**config.mk**
```make
export PLATFORM = sky130hd
export DESIGN_NAME = utf8_stream_decoder_top
export DESIGN_NICKNAME = d
export VERILOG_FILES = /design/src/rtl/utf8d_pkg.sv /design/src/rtl/utf8_stream_decoder_top.sv /design/src/rtl/utf8d_step.sv
export SDC_FILE = /design/constraint.sdc
export NUM_CORES = 1
export LEC_CHECK = 0
export ABC_AREA = 0
export BUFFER_PORTS_ARGS = -buffer_cell sky130_fd_sc_hd__buf_2
export CORE_MARGIN = 8
export CORE_UTILIZATION = 42
export DETAILED_ROUTE_END_ITERATION = 10
export PLACE_DENSITY_LB_ADDON = 0.1
export SKIP_CTS_REPAIR_TIMING = 1
export SLEW_MARGIN = 20
export SYNTH_ARGS = -nofsm -noshare
export SYNTH_HDL_FRONTEND = slang
export SYNTH_SLANG_ARGS = --single-unit
export TNS_END_PERCENT = 50
```
**constraint.sdc**
```tcl
create_clock -name clk -period 5.5 [get_ports clk]
set_clock_uncertainty 0.15 [all_clocks]
set_input_delay 0.825 -clock clk [delete_from_list [all_inputs] [get_ports clk]]
set_output_delay 0.825 -clock clk [all_outputs]
set_load 0.01 [all_outputs]
```
**src/rtl/utf8d_pkg.sv**
```systemverilog
// Package for the UTF-8 stream decoder.
// Holds decoder state and result types, status codes and range limits.
// No dependencies.
package utf8d_pkg;

  localparam int unsigned CpW = 21;

  localparam logic [CpW-1:0] CP_MAX = 21'h10FFFF;

  typedef enum logic {
    STATUS_OK  = 1'b0,
    STATUS_ERR = 1'b1
  } status_t;

  // Decoder state carried from byte to byte.
  typedef struct packed {
    logic [1:0]     bytes_pending;
    logic [CpW-1:0] partial_code;
    logic           discard_mode;
  } dec_state_t;

  // Result produced by one byte.
  typedef struct packed {
    logic           valid;
    logic [CpW-1:0] code_point;
    status_t        status;
    logic           last_of_string;
  } dec_result_t;

endpackage

```
**src/rtl/utf8_stream_decoder_top.sv**
```systemverilog
// Top level of the UTF-8 stream decoder: input register, decode step,
// decoder state and output register. Depends on utf8d_pkg and utf8d_step.
//
// Usage:
//   The input channel (in_valid/in_stall) carries one byte of a UTF-8
//   string per item, with in_string_end marking the string's final byte.
//   The output channel (out_valid/out_stall) carries one decoded item:
//   a code point with status OK, or code point 0 with status ERR for a
//   malformed, out-of-range or truncated sequence. Lead bytes and inner
//   continuation bytes produce no item; after an error nothing is produced
//   until the byte that ends the string.
// Timing:
//   An accepted byte sits in the input register while the decode step runs
//   and updates the decoder state; its result then lands in the output
//   register and is shown on out_valid. One byte is taken every cycle
//   while in_stall is low.
// Reset:
//   rst_n (synchronous, active low) empties both registers and clears the
//   pending count, partial code point and discard flag.
// Backpressure:
//   While out_stall holds a waiting result, a byte that would produce a
//   result waits in the input register, and in_stall rises; bytes that
//   produce nothing keep flowing.
module utf8_stream_decoder_top (
  input  logic                      clk,
  input  logic                      rst_n,
  input  logic                      in_valid,
  output logic                      in_stall,
  input  logic [7:0]                in_data_byte,
  input  logic                      in_string_end,
  output logic                      out_valid,
  input  logic                      out_stall,
  output logic [utf8d_pkg::CpW-1:0] out_code_point,
  output logic                      out_status,
  output logic                      out_last_of_string
);

  // input register
  logic       s1_valid_r;
  logic [7:0] s1_byte_r;
  logic       s1_end_r;

  // decoder state
  utf8d_pkg::dec_state_t  state_r;
  utf8d_pkg::dec_state_t  state_nxt;
  utf8d_pkg::dec_result_t res;

  // output register
  logic                      out_valid_r;
  logic [utf8d_pkg::CpW-1:0] out_cp_r;
  utf8d_pkg::status_t        out_status_r;
  logic                      out_last_r;

  logic out_free;
  logic s1_adv;
  logic in_take;

  utf8d_step u_step (
    .cur_state  (state_r),
    .data_byte  (s1_byte_r),
    .string_end (s1_end_r),
    .nxt_state  (state_nxt),
    .result     (res)
  );

  // The output slot is free when empty or being taken this cycle.
  assign out_free = !out_valid_r || !out_stall;
  // Advance the held byte unless its result has nowhere to go.
  assign s1_adv   = s1_valid_r && (!res.valid || out_free);
  assign in_stall = s1_valid_r && !s1_adv;
  assign in_take  = in_valid && !in_stall;

  always_ff @(posedge clk) begin
    if (!rst_n) begin
      s1_valid_r <= 1'b0;
    end else if (in_take) begin
      s1_valid_r <= 1'b1;
    end else if (s1_adv) begin
      s1_valid_r <= 1'b0;
    end
  end

  always_ff @(posedge clk) begin
    if (in_take) begin
      s1_byte_r <= in_data_byte;
      s1_end_r  <= in_string_end;
    end
  end

  always_ff @(posedge clk) begin
    if (!rst_n) begin
      state_r <= '0;
    end else if (s1_adv) begin
      state_r <= state_nxt;
    end
  end

  always_ff @(posedge clk) begin
    if (!rst_n) begin
      out_valid_r <= 1'b0;
    end else if (s1_adv && res.valid) begin
      out_valid_r <= 1'b1;
    end else if (!out_stall) begin
      out_valid_r <= 1'b0;
    end
  end

  always_ff @(posedge clk) begin
    if (s1_adv && res.valid) begin
      out_cp_r     <= res.code_point;
      out_status_r <= res.status;
      out_last_r   <= res.last_of_string;
    end
  end

  assign out_valid          = out_valid_r;
  assign out_code_point     = out_cp_r;
  assign out_status         = out_status_r;
  assign out_last_of_string = out_last_r;

`ifndef SYNTHESIS
  a_err_zero_cp: assert property (@(posedge clk) disable iff (!rst_n)
    out_valid_r && out_status_r == utf8d_pkg::STATUS_ERR |-> out_cp_r == '0)
    else $error("error result carries a nonzero code point");

  a_ok_in_range: assert property (@(posedge clk) disable iff (!rst_n)
    out_valid_r && out_status_r == utf8d_pkg::STATUS_OK |-> out_cp_r <= utf8d_pkg::CP_MAX)
    else $error("valid result above the code point range");

  a_discard_clean: assert property (@(posedge clk) disable iff (!rst_n)
    state_r.discard_mode |-> state_r.bytes_pending == 2'd0 && state_r.partial_code == '0)
    else $error("discard mode with a sequence still open");

  a_idle_clean: assert property (@(posedge clk) disable iff (!rst_n)
    state_r.bytes_pending == 2'd0 |-> state_r.partial_code == '0)
    else $error("partial code left over with nothing pending");

  a_no_overwrite: assert property (@(posedge clk) disable iff (!rst_n)
    out_valid_r && out_stall |=> out_valid_r && $stable(out_cp_r))
    else $error("waiting result lost or overwritten");
`endif

endmodule

```
**src/rtl/utf8d_step.sv**
```systemverilog
// One decode step of the UTF-8 stream decoder: state plus one byte in,
// next state plus an optional result out. Pure combinational logic.
// Depends on utf8d_pkg.
module utf8d_step (
  input  utf8d_pkg::dec_state_t  cur_state,
  input  logic [7:0]             data_byte,
  input  logic                   string_end,
  output utf8d_pkg::dec_state_t  nxt_state,
  output utf8d_pkg::dec_result_t result
);

  logic [utf8d_pkg::CpW-1:0] shifted;
  logic [1:0]                pend_dec;
  logic                      fail;

  assign shifted  = {cur_state.partial_code[utf8d_pkg::CpW-7:0], data_byte[5:0]};
  assign pend_dec = cur_state.bytes_pending - 2'd1;

  always_comb begin
    nxt_state             = cur_state;
    result.valid          = 1'b0;
    result.code_point     = '0;
    result.status         = utf8d_pkg::STATUS_OK;
    result.last_of_string = string_end;
    fail                  = 1'b0;

    priority if (cur_state.discard_mode) begin
      // drop bytes until the string ends
      if (string_end) begin
        nxt_state = '0;
      end
    end else if (cur_state.bytes_pending == 2'd0) begin
      priority if (!data_byte[7]) begin
        result.valid      = 1'b1;
        result.code_point = {14'd0, data_byte[6:0]};
      end else if (data_byte[7:5] == 3'b110) begin
        nxt_state.bytes_pending = 2'd1;
        nxt_state.partial_code  = {16'd0, data_byte[4:0]};
        fail                    = string_end;
      end else if (data_byte[7:4] == 4'b1110) begin
        nxt_state.bytes_pending = 2'd2;
        nxt_state.partial_code  = {17'd0, data_byte[3:0]};
        fail                    = string_end;
      end else if (data_byte[7:3] == 5'b11110) begin
        nxt_state.bytes_pending = 2'd3;
        nxt_state.partial_code  = {18'd0, data_byte[2:0]};
        fail                    = string_end;
      end else begin
        // stray continuation or invalid lead byte (F8-FF)
        fail = 1'b1;
      end
    end else if (data_byte[7:6] != 2'b10) begin
      fail = 1'b1;
    end else begin
      nxt_state.bytes_pending = pend_dec;
      if (pend_dec == 2'd0) begin
        nxt_state.partial_code = '0;
        if (shifted > utf8d_pkg::CP_MAX) begin
          fail = 1'b1;
        end else begin
          result.valid      = 1'b1;
          result.code_point = shifted;
        end
      end else begin
        nxt_state.partial_code = shifted;
        fail                   = string_end;
      end
    end

    if (fail) begin
      nxt_state.bytes_pending = 2'd0;
      nxt_state.partial_code  = '0;
      nxt_state.discard_mode  = !string_end;
      result.valid            = 1'b1;
      result.code_point       = '0;
      result.status           = utf8d_pkg::STATUS_ERR;
    end
  end

endmodule
```
# Word-level counts from Yosys, hierarchy flattened
# Index checks and enable logic that the tools add are counted.
# word_totals
register_bits	52
out_inout_bits	25
word_cells	69
# op_classes
addsub	1
order_cmp	1
eq_ne	9
muxes	31
reduce_logical	17
# op_table
cell	count
two-way mux 23 bit	8
two-way mux 22 bit	6
two-way mux 24 bit	2
> comparator 21 bit, second input constant	1
two-way mux 21 bit	1
two-way mux 1 bit	14
zero test 1 bit	6
!= test 6 x 5 -> 1 bit, second input constant	1
equality test 5 bit, second input constant	1
AND reduction 5 bit	1
equality test 4 bit, second input constant	1
logical AND 1 bit	4
zero test 2 bit	2
!= test 4 x 2 -> 1 bit, second input constant	1
!= test 4 x 3 -> 1 bit, second input constant	1
equality test 3 bit, second input constant	1
!= test 3 x 2 -> 1 bit, second input constant	1
logical OR 1 bit	2
!= test 2 x 1 -> 1 bit, second input constant	1
!= test 2 bit, second input constant	1
nonzero test 2 bit	1
OR reduction 2 bit	1
subtractor 2 x 1 -> 2 bit, second input constant	1

# Longest topological paths before layout
# logic_depth
depth_word	16
mapped_depth	7

# Hierarchy
# A second synthesis with hierarchy kept.
# hier_totals
cells_unflattened	279
area_unflattened_um2	2956.6
# modules_own_cells
module	instances	cells_each	area_per_inst_um2	seq_area_each_um2
utf8_stream_decoder_top	1	147	2023.2	1481.4
utf8d_step	1	132	933.4	0.0

# Worst setup path before layout
# Ideal clock, no wire load.
# synth_path
path_type	reg-to-reg
start	register s1_byte_r[7]
end	register out_cp_r (netlist bit out_code_point[0]), enable pin
setup_ps	411
arrival_ps	2277
path_slack_ps	2662
stages_incl_launch_ff	5
path_buffers	0
synth_period_minus_slack_ps	2838
cell_sequence	edfxtp_1 and4bb_2 a311oi_1 nand2_1 a21oi_1
# synth_via
elab_chain_cells	12
word_cells_on_any_way	20
classes_between	4 x eq/ne; 12 x mux; 4 x reduce/logical
# synth_rtl
element	line	rtl
from (decl)	utf8_stream_decoder_top.sv:40	logic [7:0] s1_byte_r;
from (signal assigned)	utf8_stream_decoder_top.sv:85	s1_byte_r <= in_data_byte;
equality test 5 bit	utf8d_step.sv:44	end else if (data_byte[7:3] == 5'b11110) begin
two-way mux 1 bit	utf8d_step.sv:44	
two-way mux 1 bit	utf8d_step.sv:40	end else if (data_byte[7:4] == 4'b1110) begin
two-way mux 1 bit	utf8d_step.sv:36	end else if (data_byte[7:5] == 3'b110) begin
two-way mux 1 bit	utf8d_step.sv:33	priority if (!data_byte[7]) begin
two-way mux 1 bit	utf8d_step.sv:32	end else if (cur_state.bytes_pending == 2'd0) begin
two-way mux 1 bit	utf8d_step.sv:27	priority if (cur_state.discard_mode) begin
two-way mux 23 bit (*)	utf8d_step.sv:70	if (fail) begin
zero test 1 bit	utf8_stream_decoder_top.sv:69	assign s1_adv = s1_valid_r && (!res.valid || out_free);
logical OR 1 bit	utf8_stream_decoder_top.sv:69	
logical AND 1 bit	utf8_stream_decoder_top.sv:69	
logical AND 1 bit (*)	utf8_stream_decoder_top.sv:109	if (s1_adv && res.valid) begin
to (signal assigned)	utf8_stream_decoder_top.sv:110	out_cp_r <= res.code_point;
to (decl)	utf8_stream_decoder_top.sv:50	logic [utf8d_pkg::CpW-1:0] out_cp_r;
# Every way passes the cells marked *; elsewhere a longest branch is shown, timed or not.
# A chain may end at the register's enable or synchronous reset.

# Worst setup path in the final report
# layout_path
start	register s1_byte_r[7]
end	output port in_stall
# layout_via
elab_chain_cells	13
word_cells_on_any_way	21
classes_between	4 x eq/ne; 12 x mux; 5 x reduce/logical
# layout_rtl
element	line	rtl
equality test 5 bit	utf8d_step.sv:44	
two-way mux 1 bit	utf8d_step.sv:44	
two-way mux 1 bit	utf8d_step.sv:40	
two-way mux 1 bit	utf8d_step.sv:36	
two-way mux 1 bit	utf8d_step.sv:33	
two-way mux 1 bit	utf8d_step.sv:32	
two-way mux 1 bit	utf8d_step.sv:27	
two-way mux 23 bit (*)	utf8d_step.sv:70	
zero test 1 bit (*)	utf8_stream_decoder_top.sv:69	
logical OR 1 bit (*)	utf8_stream_decoder_top.sv:69	
logical AND 1 bit (*)	utf8_stream_decoder_top.sv:69	
zero test 1 bit (*)	utf8_stream_decoder_top.sv:70	assign in_stall = s1_valid_r && !s1_adv;
logical AND 1 bit (*)	utf8_stream_decoder_top.sv:70	
to (decl)	utf8_stream_decoder_top.sv:28	output logic in_stall,
# Marks and branches as above.

==> results.json <==
{
  "r2r_end": "state_r[7]$_SDFFE_PN0P_",
  "leakage_uw": 0.001031,
  "arrival_ps": 1970,
  "netSwitchingFraction_pct": 20.96,
  "min_to": "state_r[10]$_SDFFE_PN0P_",
  "yosys_warnings": 0,
  "synth_edf_count": 32,
  "share_seq_of_total_power_pct": 53.7,
  "grt_pass1_wl_mm": 6.727,
  "cts_root_buffer": "clkbuf_8",
  "hold_path_depth": 2,
  "grt_max_degree": 26,
  "cts.sinks": 52,
  "period_share_pct": 53.52,
  "startpoint_type": "register",
  "synthCells": 181,
  "yosysSeqAreaShare_pct": 63.48,
  "antenna_cells": 0,
  "comb_power_share_pct": 8.5,
  "slew_viol_final": 0,
  "htreeDepth": 2,
  "postPlaceCellArea_mm2": 0.002402,
  "synth_seq_cells": 52,
  "final_antenna_net_count": 0,
  "drc": 0,
  "avgSynthCellArea_um2": 11.85,
  "antenna_found_initial": 0,
  "grt_pass1_vias": 1472,
  "cts.clk_slew.worst_paths_ps": 90,
  "maxCapViolations": 0,
  "fin_crit_ps": 2943,
  "hold_viol": 0,
  "finalSetupViolations": 0,
  "ys_async_sr_fraction_pct": 0,
  "wl_mm": 4.095,
  "min_path_type": "register to register",
  "fp.dieW_um": 87.46,
  "clk_latency_ps": 300,
  "syn_nets": 194,
  "slew_headroom_pct": 27.28,
  "hold_start": "state_r[10]$_SDFFE_PN0P_",
  "viasPerCell": 4.962,
  "fmax_mhz": 339.7,
  "power.density_mw_per_mm2": 322.9,
  "reg2regPathDepth": 6,
  "status": "finished, final reports clean",
  "peakVddDrop_mv": 0.1869,
  "hpwl_mm": 2.980,
  "gr-usage-all-layers_pct": 11.37,
  "drive_above_1_share_pct": 24.89,
  "synth_flop_cell": "edfxtp_1",
  "power.internal_uw": 651.1,
  "synthDistinctLibCells": 37,
  "drtPass1Iterations": 4,
  "die-area_mm2": 0.007648,
  "n_fill_cell": 491,
  "r2r_start": "state_r[11]$_SDFFE_PN0P_",
  "rows": 26,
  "ios": 38,
  "nets": 233,
  "final_cell_area_mm2": 0.002551,
  "cts_buffers": 5,
  "finalSetupTns_ps": 0,
  "critPathKind": "register to primary output",
  "critPathMaxFanout": 7,
  "final_core_utilization_pct": 50.92,
  "tightest_slew_ps": 1090,
  "cts_tree": "done",
  "pwr-share-clk_pct": 37.8,
  "area_delta_synth_final_pct": 18.96,
  "reg2reg_slack_ps": 2780,
  "fp.dieH_um": 87.46,
  "netlist_area_mm2": 0.002145,
  "drtIter0Drc": 82,
  "cts_max_path_buffers": 2,
  "core_mm2": 0.005010,
  "start_util_pct": 42.81,
  "gp_congestion": 0.9374,
  "port_buffers": 37,
  "required_ps": 4530,
  "avgRoutedWirePerCell_um": 14.07,
  "overflow": 0,
  "final_cell_mix": "nand2_1, buf_2, edfxtp_1, and2_1, dfxtp_1",
  "grt_setup_unrepaired": "no",
  "vias": 1444,
  "power.switching_uw": 172.6,
  "end_kind": "primary output"
}
==> metal layers <==
metal / part of all wire (%) / wire [um] / up-vias / GRT usage [%]
li1: - / - / 719 / -
met1: 43 / 1749 / 669 / 12.48
met2: 50 / 2031 / 52 / 19.49
met3: 6.7 / 273 / 4 / 3.679
met4: 0.98 / 40 / 0 / 5.000
met5: 0 / 0 / - / 0
==> cells in the mapped netlist (all sizes together), types with 2 or more instances <==
| library cell | count | area (um^2) |
|---|---|---|
| o21ai | 5 | 25.02 |
| a31oi | 2 | 12.51 |
| edfxtp | 32 | 960.9 |
| and2 | 22 | 138.9 |
| nand3b | 2 | 15.01 |
| o21a | 2 | 15.01 |
| clkbuf | 4 | 15.01 |
| nor3 | 4 | 20.02 |
| a21oi | 4 | 20.02 |
| inv | 2 | 7.510 |
| mux2i | 16 | 160.2 |
| nand2 | 37 | 138.9 |
| dfxtp | 20 | 400.4 |
| buf | 3 | 22.52 |
| nor2 | 6 | 22.52 |
| o211ai | 2 | 15.01 |
==> logic make-up after synthesis <==
kind of cell | count (synthesis) | synth area share, %
compound gates | 24 | 7.701
flops | 52 | 63.48
simple gates | 80 | 19.25
mux | 16 | 7.468
buf+inv | 9 | 2.100
==> power groups by stage <==
| stage | clock network [uW] | logic, uW | registers (uW) |
|---|---|---|---|
| CTS | 320 | 71.4 | 443 |
| floorplan | 0 | 42.4 | 454 |
| global placement | 0 | 69.9 | 451 |
| detailed placement | 0 | 71.3 | 452 |
| finish | 311 | 69.9 | 443 |
| global route | 337 | 77.5 | 445 |
==> area by class of cell <==
type                    count  area (um^2)  share of cell area, %
clock buffers               7        118.9                  4.659
clock inverters             1        30.03                  1.177
inverters                   2        7.507                 0.2943
multi-input cells         120        745.7                  29.23
flip-flops and latches     52         1361                  53.36
well taps                  70        87.58                  3.433
repair buffers             39        200.2                  7.847
==> state kept, by name, indices dropped and copies added, names as in the netlist <==
register and flops:
out_code_point 21, state_r 18, s1_byte_r 8, out_last_of_string 1, out_status 1, out_valid 1
s1_end_r 1, s1_valid_r 1
==> critical path: stages, from the launching register on <==
cell      delay [ps]
edfxtp_1         490
and4bb_2         310
a311oi_1         340
nand2_1          150
nor2_1           200
buf_2            180
==> metrics by stage <==
| step | total power [uW] | hold WS (ps) | setup WS, ps | cells |
|---|---|---|---|---|
| 3_3_place_gp | 521.1 | 294.3 | 2873 | 283 |
| 5_1_grt | 858.9 | 351.9 | 2390 | 291 |
| 2_1_floorplan | 496.1 | 283.4 | 2662 | 181 |
| 4_1_cts | 834.4 | 318.5 | 2523 | 291 |
| 3_5_place_dp | 522.9 | 299.3 | 2778 | 283 |
| 6_report | 823.7 | 315.2 | 2557 | 291 |
==> worst max path at each step <==
stage                        startpoint  slack (ps)                               to
2_1_floorplan    s1_byte_r[7]$_DFFE_PP_        2660  out_code_point[0]$_SDFFCE_PP0P_
3_3_place_gp   state_r[11]$_SDFFE_PN0P_        2870         state_r[23]$_SDFFE_PN0P_
3_5_place_dp   state_r[11]$_SDFFE_PN0P_        2780         state_r[11]$_SDFFE_PN0P_
4_1_cts          s1_byte_r[7]$_DFFE_PP_        2520                         in_stall
5_1_grt        state_r[23]$_SDFFE_PN0P_        2390                         in_stall
6_report         s1_byte_r[7]$_DFFE_PP_        2560                         in_stall
(Power assumes the default switching activity.)
